<file path="config.mk">
export PLATFORM = sky130hd
export DESIGN_NAME = mrp_ram
export DESIGN_NICKNAME = d
export VERILOG_FILES = /design/src/sv/mrp_ram.sv
export SDC_FILE = /design/constraint.sdc
export NUM_CORES = 1
export LEC_CHECK = 0
export BUFFER_PORTS_ARGS = -buffer_cell sky130_fd_sc_hd__buf_2
export CORE_UTILIZATION = 60
export CTS_CLUSTER_DIAMETER = 100
export DETAILED_ROUTE_END_ITERATION = 10
export GPL_TIMING_DRIVEN = 0
export PLACE_DENSITY = 0.84
export SLEW_MARGIN = 20
export SYNTH_ARGS = -nofsm -noshare
export SYNTH_HDL_FRONTEND = slang
export SYNTH_SLANG_ARGS = --single-unit
</file>
<file path="constraint.sdc">
create_clock -name i_clk -period 1.92 [get_ports i_clk]
set_input_delay 0.192 -clock i_clk [delete_from_list [all_inputs] [get_ports i_clk]]
set_output_delay 0.192 -clock i_clk [all_outputs]
set_load 0.01 [all_outputs]
</file>
<file path="src/sv/mrp_ram.sv">
// mrp_ram: generic single write port, single read port ram with registered read
// no dependencies
`default_nettype none
module mrp_ram #(
    parameter int DATA_W = 8,
    parameter int DEPTH  = 16
) (
    input  wire logic                     i_clk,
    input  wire logic                     i_we,
    input  wire logic [$clog2(DEPTH)-1:0] i_waddr,
    input  wire logic [DATA_W-1:0]        i_wdata,
    input  wire logic [$clog2(DEPTH)-1:0] i_raddr,
    output logic      [DATA_W-1:0]        o_rdata
);
    logic [DATA_W-1:0] r_mem [DEPTH];

    always_ff @(posedge i_clk) begin
        if (i_we) begin
            r_mem[i_waddr] <= i_wdata;
        end
        o_rdata <= r_mem[i_raddr];
    end
endmodule
`default_nettype wire

</file>
==> results.md, run 1 <==
- Status: completed
- Unrepaired setup endpoints after global routing: no
- Vias in the first global route: 2,453
- Longest Clk Path Bufs: 2
- # rows: 33
- Starting density of the core: 62.33%
- Number of buffers created by CTS: 17
- Hold Vio Cnt, Final: 0
- Distinct cells, synth: 19
- F_max: 679.5 MHz
- Mapped Area: 5147 um^2
- Design internal power: 5.699 mW
- Cells after DPL: 358
- Clock Sink Count: 136
- Clk Latency, worst-skew pair: 520 ps
- Vias per std cell: 6.662
- CP max FO: 1
- Area growth from synthesis to layout: 17.72%
- DRT Pass-1 Iters: 7
- PostCTS Resize Cnt: 0
- Io pins: 26
- Vias: 2,598
- H-tree level count: 4
- DP Area: 5414 um^2
- Period minus WS final: 1472 ps
- Clock root buffer: clkbuf_8
- Pwr/cell area: 1179 nW/um^2
- Worst hold path class: input pin to flip-flop
- Worst EP arrival: 1870 ps
- Final nets: 290
- Yosys reg bits: 136
- Final Slew Violations: 0
- Place WS: 45.13 ps
- Sequential power share: 46.8%
- Iter 0 DRT Violations: 297
- Worst Setup Slack, final: 448.3 ps
- CP cell instances: mux4_2 > a22oi_1 > nand2_1
- Crit path required time: 2320 ps
- Slowest stage cell, crit path: mux4_2
- Synthesized net count: 247
- Delay of the slowest critical-path stage: 510 ps
- Mean post-synth cell area: 22.48 um^2
- Sw frac: 20.22%
- Largest net degree at the start of global routing: 17
- Peak supply drop: 710.6 uV
- WS Path Type: flip-flop to flip-flop
- Initial antenna violation count: 0
- Clock transition at path regs: 60 ps
- Fin cells: 390
- Clock skew: 7.115 ps
- GPL Wtd Cong: 0.7433
- IO Port Bufs: 24
- Seq. cell area: 4004 um^2
- NetSw: 1.445 mW
- Cts hold-fix bufs: 0
- CTS tree: done
- Setup violators final: 0
- Final HPWL DP: 6.237 mm
- Max-Slew Margin vs Limit: 45.38%
- Crit path launch type: flip-flop
- DRC: 0
- Global route overflow: 0
- Sequential area share after synthesis: 77.78%
- Die Footprint: 8954 um^2
- Share of layout cells above drive strength 1: 31.23%
- DIE HEIGHT: 94.63 um
- Fillers: 444
- Worst setup EP type: flip-flop
- Worst-Margin Slew: 816.3 ps
- Combinational group share of total power: 4.6%
- Setup bufs post-CTS: 0
- Post-DRT Antenna Nets: 0
- Clock Power Share: 48.6%
- Die X: 94.63 um
- Layout Utilization: 73.38%
- Wire length per cell: 26.98 um
- Period utilization: 76.65%
- Routed wire length: 10.52 mm
- Area occupied by multi-input gates: 1077 um^2
- Max-cap violations: 0
- Core area: 8258 um^2
- First-pass GRT wire length: 15.32 mm
- Ys Warns: 0
- Ant. Diodes: 0
- Post-route cell area: 6060 um^2
- Synth Instances: 229
- Static leakage: 2.059 nW
- GRT Overall Usage: 26.40%
-- sequential cells by signal, indices dropped and copies added (netlist names) --
| name | count |
|---|---|
| o_rdata | 8 |
| r_mem | 128 |
-- logic make-up after synthesis --
kind of cell    after synthesis  synth area share [%]
flops                       136                 77.78
simple gates                 35                 3.184
buf+inv                      10                 1.677
compound gates               16                 2.334
mux                          32                 15.02
-- area by class of cell --
type                            instances  share of cell area [%]
Clock inverter                         15                   3.737
Tap cell                              105                   2.168
Sequential cell                       136                   66.07
Buffer                                 10                   1.425
Timing Repair Buffer                   24                   1.982
Multi-Input combinational cell         83                   17.78
Clock buffer                           17                   6.835
-- path summary, 6_finish.rpt --
path,startpoint,endpoint,slack [ps],depth (start not counted)
hold / removal,i_wdata[5],r_mem[6][5],60,1
setup reg to reg,r_mem[2][6],o_rdata[6],450,3
hold reg to reg,r_mem[11][3],o_rdata[3],680,3
setup / recovery,r_mem[2][6],o_rdata[6],450,3
-- cell usage after synthesis (all sizes together) --
master / number / area [um^2]
mux4: 32 / 773.2
edfxtp: 128 / 3844
nand3b: 2 / 15.01
or3b: 1 / 8.760
and2b: 1 / 7.510
buf: 7 / 56.30
nor3: 4 / 20.02
nand2b: 2 / 12.51
nor2b: 1 / 6.260
clkdlybuf4s25: 3 / 30.03
nor2: 13 / 48.80
nand2: 9 / 33.78
and2: 1 / 6.260
a22oi: 16 / 120.1
nand3: 1 / 5.000
dfxtp: 8 / 160.2
-- through the flow --
| stage | hold WS (ps) | setup TNS, ps | power [mW] |
|---|---|---|---|
| 2_1_floorplan | 290.9 | 0 | 3.573 |
| 3_3_place_gp | 578.8 | -2344 | 3.696 |
| 6_report | 59.89 | 0 | 7.144 |
| 4_1_cts | 49.11 | 0 | 7.150 |
| 3_5_place_dp | 584.0 | 0 | 3.718 |
| 5_1_grt | 51.74 | 0 | 7.306 |
-- critical path, delay by kind of cell (launching register included) --
kind               cells  cell delay, ps
muxes                  1             510
DFF                    1             400
AOI/OAI and AO/OA      1             290
and+or+nand+nor        1             140
-- placed cells by master (no fill, tap or decap) --
master | Yosys | final
nand2_1 | 9 | 9
and2b_1 | 1 | 1
buf_2 | 3 | 27
buf_6 | 3 | 3
nand3_1 | 1 | 1
buf_4 | 1 | 1
a22oi_1 | 16 | 16
nor3_2 | 0 | 4
clkinv_2 | 0 | 3
nand2b_1 | 2 | 2
dfxtp_1 | 8 | 8
clkbuf_8 | 0 | 1
mux4_2 | 18 | 18
nor2_1 | 13 | 13
clkdlybuf4s25_2 | 3 | 3
inv_6 | 0 | 1
mux4_1 | 14 | 14
edfxtp_1 | 128 | 128
clkinv_4 | 0 | 6
bufinv_16 | 0 | 5
nor2b_1 | 1 | 1
and2_1 | 1 | 1
nand3b_1 | 2 | 2
clkbuf_16 | 0 | 16
or3b_2 | 1 | 1
-- layer usage --
metal	vias to the layer above	global-route usage (%)	part of all wire, %
met1	1320	35.60	38
met2	190	39.75	49
met4	0	12.88	3.5
met5	-	0	0
li1	1063	-	-
met3	25	8.132	10
-- power by group through the flow --
stage	Combinational, mW	Clock (mW)	Sequential (mW)
floorplan	0.168	0	3.40
global placement	0.304	0	3.39
detailed placement	0.320	0	3.40
CTS	0.328	3.48	3.34
global route	0.348	3.61	3.34
finish	0.328	3.47	3.34
(Power assumes the default switching activity.)
==> run 2: changes to the inputs <==
==> constraint.sdc (replaced) <==
create_clock -name i_clk -period 1.37 [get_ports i_clk]
set_input_delay 0.137 -clock i_clk [delete_from_list [all_inputs] [get_ports i_clk]]
set_output_delay 0.137 -clock i_clk [all_outputs]
set_load 0.01 [all_outputs]
==> results.md, run 2 (synthesis results as in run 1) <==
- Status: completed
- GRT Overall Usage: 24.33%
- Post-route cell area: 6032 um^2
- Worst Hold Depth: 1
- Io pins: 26
- Worst Setup Slack, final: 33.03 ps
- DP Area: 5414 um^2
- Peak supply drop: 916.8 uV
- Vias per std cell: 6.449
- DIE HEIGHT: 94.63 um
- Static leakage: 2.007 nW
- Crit path required time: 1760 ps
- Hold slack: 31.75 ps
- Area growth from synthesis to layout: 17.19%
- RR Startpoint: r_mem[3][2]
- Largest regs: r_mem: 128 flops, o_rdata: 8 flops
- Hold Vio Cnt, Final: 0
- Final Slew Violations: 0
- Core area: 8258 um^2
- Largest delay share family, worst path: multiplexers
- Buffers & Inverters on Critical Path: 0
- HP Start: i_wdata[6]
- Setup violators final: 0
- Initial antenna violation count: 0
- Largest net degree at the start of global routing: 17
- GPL Wtd Cong: 0.7038
- Most common cell after layout, fill and taps aside: edfxtp_1
- H-tree level count: 4
- Max FFs per register: 128
- Worst R2R End: o_rdata[2]
- Max-Slew Margin vs Limit: 45.21%
- Post-DRT Antenna Nets: 0
- Fillers: 467
- Longest Clk Path Bufs: 2
- Final HPWL DP: 5.867 mm
- Delay of the slowest critical-path stage: 500 ps
- CTS tree: done
- Area occupied by multi-input gates: 1102 um^2
- Pwr/cell area: 1594 nW/um^2
- Seq. cell area: 4004 um^2
- Clock root buffer: clkbuf_8
- Clock Sink Count: 136
- Cells after DPL: 358
- Internal reg-to-reg setup slack: 30 ps
- First-pass GRT wire length: 14.43 mm
- Wire length per cell: 25.38 um
- Largest register by flop count: r_mem
- Global route overflow: 0
- Tot Pwr: 9.618 mW
- R2R depth: 3
- Crit path launch type: flip-flop
- CP cell instances: mux4_2 > a22oi_2 > nand2_1
- Most frequent cells in the layout: 128 x edfxtp_1, 27 x buf_2, 22 x mux4_2
- DRT Pass-1 Iters: 5
- Clk Latency, worst-skew pair: 510 ps
- Share of layout cells above drive strength 1: 34.74%
- Period minus WS final: 1337 ps
- Place WS: -436.2 ps
- Vias: 2,515
- CP max FO: 1
- Final nets: 290
- Die X: 94.63 um
- Layout Utilization: 73.05%
- Ant. Diodes: 0
- Vias in the first global route: 2,393
- WS Path Type: flip-flop to flip-flop
- DRC: 0
- Worst-Margin Slew: 818.9 ps
- F_max: 748.0 MHz
- Max-cap violations: 0
- Routed wire length: 9.897 mm
- Clock transition at path regs: 60 ps
- Iter 0 DRT Violations: 311
- Cts hold-fix bufs: 0
- Clock skew: 11.05 ps
- Starting density of the core: 62.33%
- Slowest stage cell, crit path: mux4_2
- Worst setup EP type: flip-flop
- Die Footprint: 8954 um^2
- Period utilization: 97.59%
- Setup bufs post-CTS: 0
- Fin cells: 390
- Unrepaired setup endpoints after global routing: yes
- Worst hold path class: input pin to flip-flop
- Fin Setup TNS: 0 ps
- Worst EP arrival: 1730 ps
- # rows: 33
- Number of buffers created by CTS: 17
- IO Port Bufs: 24
- Worst Hold Path EP: r_mem[11][6]
-- run 2: changes by cell type in the layout (fill, tap and decap cells not counted), sizes merged --
cell / change
clkbuf: +3
clkinv: -4
bufinv: -2
inv: -1
clkinvlp: +4
-- run 2: cell type report --
cell class	instances	area share, %
multi-input cells	83	18.27
repair buffers	24	1.991
flip-flops and latches	136	66.38
clock buffers	20	7.218
well taps	105	2.178
plain buffers	10	1.431
clock inverters	12	2.531
-- run 2: worst max-delay path by stage --
stage / start / end / cells past startpoint
floorplan: i_waddr[2] / r_mem[3][0] / 2
global placement: i_waddr[2] / r_mem[8][2] / 3
detailed placement: i_waddr[2] / r_mem[3][3] / 3
CTS: r_mem[1][2] / o_rdata[2] / 3
global route: r_mem[3][0] / o_rdata[0] / 3
finish: r_mem[3][2] / o_rdata[2] / 3
-- run 2: power breakdown --
part,internal [mW],leakage (nW),switching [mW]
sequential,4.65,1.22,0.0241
clock,2.81,0.277,1.65
combinational,0.194,0.506,0.283
-- run 2: repair_timing --
item / in CTS / in global routing
pin swaps: 2 / 4
endpoints found under the setup margin: 6 / 5
gates resized for setup: 6 / 6
-- run 2: layer usage --
metal | GRT usage, % | share of wire, %
met5 | 0 | 0
met4 | 9.975 | 2.5
met3 | 6.039 | 8.8
met2 | 35.97 | 49
met1 | 35.30 | 40
==> run 3: changes to the inputs <==
--- a/config.mk
+++ b/config.mk
@@ -6,11 +6,12 @@
 export NUM_CORES = 1
 export LEC_CHECK = 0
 export BUFFER_PORTS_ARGS = -buffer_cell sky130_fd_sc_hd__buf_2
-export CORE_UTILIZATION = 60
+export CORE_ASPECT_RATIO = 2
+export CORE_UTILIZATION = 58
 export CTS_CLUSTER_DIAMETER = 100
 export DETAILED_ROUTE_END_ITERATION = 10
 export GPL_TIMING_DRIVEN = 0
-export PLACE_DENSITY = 0.84
+export PLACE_DENSITY = 0.82
 export SLEW_MARGIN = 20
 export SYNTH_ARGS = -nofsm -noshare
 export SYNTH_HDL_FRONTEND = slang
==> results.md, run 3 (synthesis results as in run 1) <==
- Setup bufs post-CTS: 0
- Worst Setup Slack, final: -1.701 ps
- Final Slew Violations: 0
- Internal reg-to-reg setup slack: -2 ps
- Global route overflow: 0
- DRC: 0
- Peak supply drop: 1398 uV
- Post-route cell area: 6061 um^2
- Setup violators final: 1
- Period minus WS final: 1372 ps
- WS Path Type: flip-flop to flip-flop
- Delay of the slowest critical-path stage: 580 ps
- Io pins: 26
- Largest net degree at the start of global routing: 17
- Top sig layer: met4
- Worst R2R End: o_rdata[3]
- Final HPWL DP: 6.474 mm
- Crit path required time: 1680 ps
- Status: complete, but fails checks
- Largest regs: r_mem: 128 flops, o_rdata: 8 flops
- Most common cell after layout, fill and taps aside: edfxtp_1
- Max FFs per register: 128
- Number of buffers created by CTS: 17
- Clk Latency, worst-skew pair: 420 ps
- Crit path launch type: flip-flop
- M1 WL: 3.661 mm
- WL met2: 5.734 mm
- Core area: 8588 um^2
- First-pass GRT wire length: 15.27 mm
- R2R depth: 3
- Unrepaired setup endpoints after global routing: yes
- CP max FO: 1
- H-tree level count: 4
- Vias in the first global route: 2,533
- Wire length per cell: 26.77 um
- Clock skew: 5.566 ps
- Worst setup EP type: flip-flop
- CTS tree: done
- Hold Vio Cnt, Final: 0
- Layout Utilization: 70.57%
- Seq. cell area: 4004 um^2
- Vias per std cell: 6.434
- Cts hold-fix bufs: 0
- Share of layout cells above drive strength 1: 36.14%
- DRT Pass-1 Iters: 4
- GRT Overall Usage: 26.17%
- DIE HEIGHT: 135.2 um
- GPL Wtd Cong: 0.8302
- Largest delay share family, worst path: multiplexers
- IO Port Bufs: 24
- Routed wire length: 10.31 mm
- Worst Hold Path EP: r_mem[13][5]
- DP Area: 5413 um^2
- F_max: 729.0 MHz
- Iter 0 DRT Violations: 180
- Largest register by flop count: r_mem
- Clock Sink Count: 136
- RR Startpoint: r_mem[5][3]
- Initial antenna violation count: 0
- Max-Slew Margin vs Limit: 44.55%
- Failing checks: negative setup slack
- Buffers & Inverters on Critical Path: 0
- Die X: 68.62 um
- Starting density of the core: 59.94%
- CP cell instances: mux4_1 > a22oi_1 > nand2_1
- Pwr/cell area: 1636 nW/um^2
- Vias: 2,477
- Most frequent cells in the layout: 128 x edfxtp_1, 27 x buf_2, 24 x mux4_2
- Worst hold path class: input pin to flip-flop
- Worst Hold Depth: 1
- Hold slack: 120.4 ps
- Max-cap violations: 0
- Fillers: 517
- # rows: 48
- Worst-Margin Slew: 828.7 ps
- Final nets: 290
- Ant. Diodes: 0
- Worst EP arrival: 1680 ps
- Area occupied by multi-input gates: 1095 um^2
- Clock root buffer: clkbuf_16
- HP Start: i_wdata[5]
- Area growth from synthesis to layout: 17.74%
- Static leakage: 2.019 nW
- Period utilization: 100.1%
- Clock transition at path regs: 60 ps
- Die Footprint: 9279 um^2
- Post-DRT Antenna Nets: 0
- Longest Clk Path Bufs: 2
- Routed wire length on met3: 493 um
- Slowest stage cell, crit path: mux4_1
==> run 3: layout make-up <==
cell class	count	area share [%]
Sequential cell	136	66.06
Tap cell	100	2.064
Clock buffer	20	7.535
Clock inverter	12	2.870
Timing Repair Buffer	24	1.982
Multi-Input combinational cell	83	18.06
Buffer	10	1.424
==> run 3: layer usage <==
metal  GRT usage [%]  up-vias
li1                -     1055
met5               0        -
met4           16.20        0
met3           7.071       24
met2           41.72      130
met1           30.56     1268
==> run 3: metrics by stage <==
stage	power [mW]	TNS (ps)	cells	setup WS, ps
6_report	9.916	-1.701	385	-1.701
5_1_grt	10.14	-521.8	385	-35.11
4_1_cts	9.944	0	385	3.412
3_5_place_dp	5.218	-27260	353	-416.4
3_3_place_gp	5.192	-33960	353	-492.4
2_1_floorplan	5.008	-927.0	229	-33.15
==> run 3: worst max-delay path by stage <==
stage / start / end / slack [ps] / cells after the start
after floorplan: i_waddr[2] / r_mem[3][0] / -30 / 2
after global placement: i_waddr[2] / r_mem[8][0] / -490 / 3
after detailed placement: i_waddr[2] / r_mem[3][2] / -420 / 3
after CTS: r_mem[1][0] / o_rdata[0] / 3 / 3
after global routing: i_waddr[2] / r_mem[0][4] / -40 / 3
final: r_mem[5][3] / o_rdata[3] / -2 / 3
==> run 3: timing repair <==
| action | CTS | global route |
|---|---|---|
| pin swaps | 0 | 1 |
| gates resized for setup | 7 | 8 |
| endpoints found under the setup margin | 5 | 27 |
==> run 3: power by group <==
part           leakage (nW)  internal (mW)  switching, mW
combinational         0.497          0.194          0.283
sequential             1.22           4.66         0.0273
clock                 0.298           3.13           1.63
total                  2.02           7.98           1.94
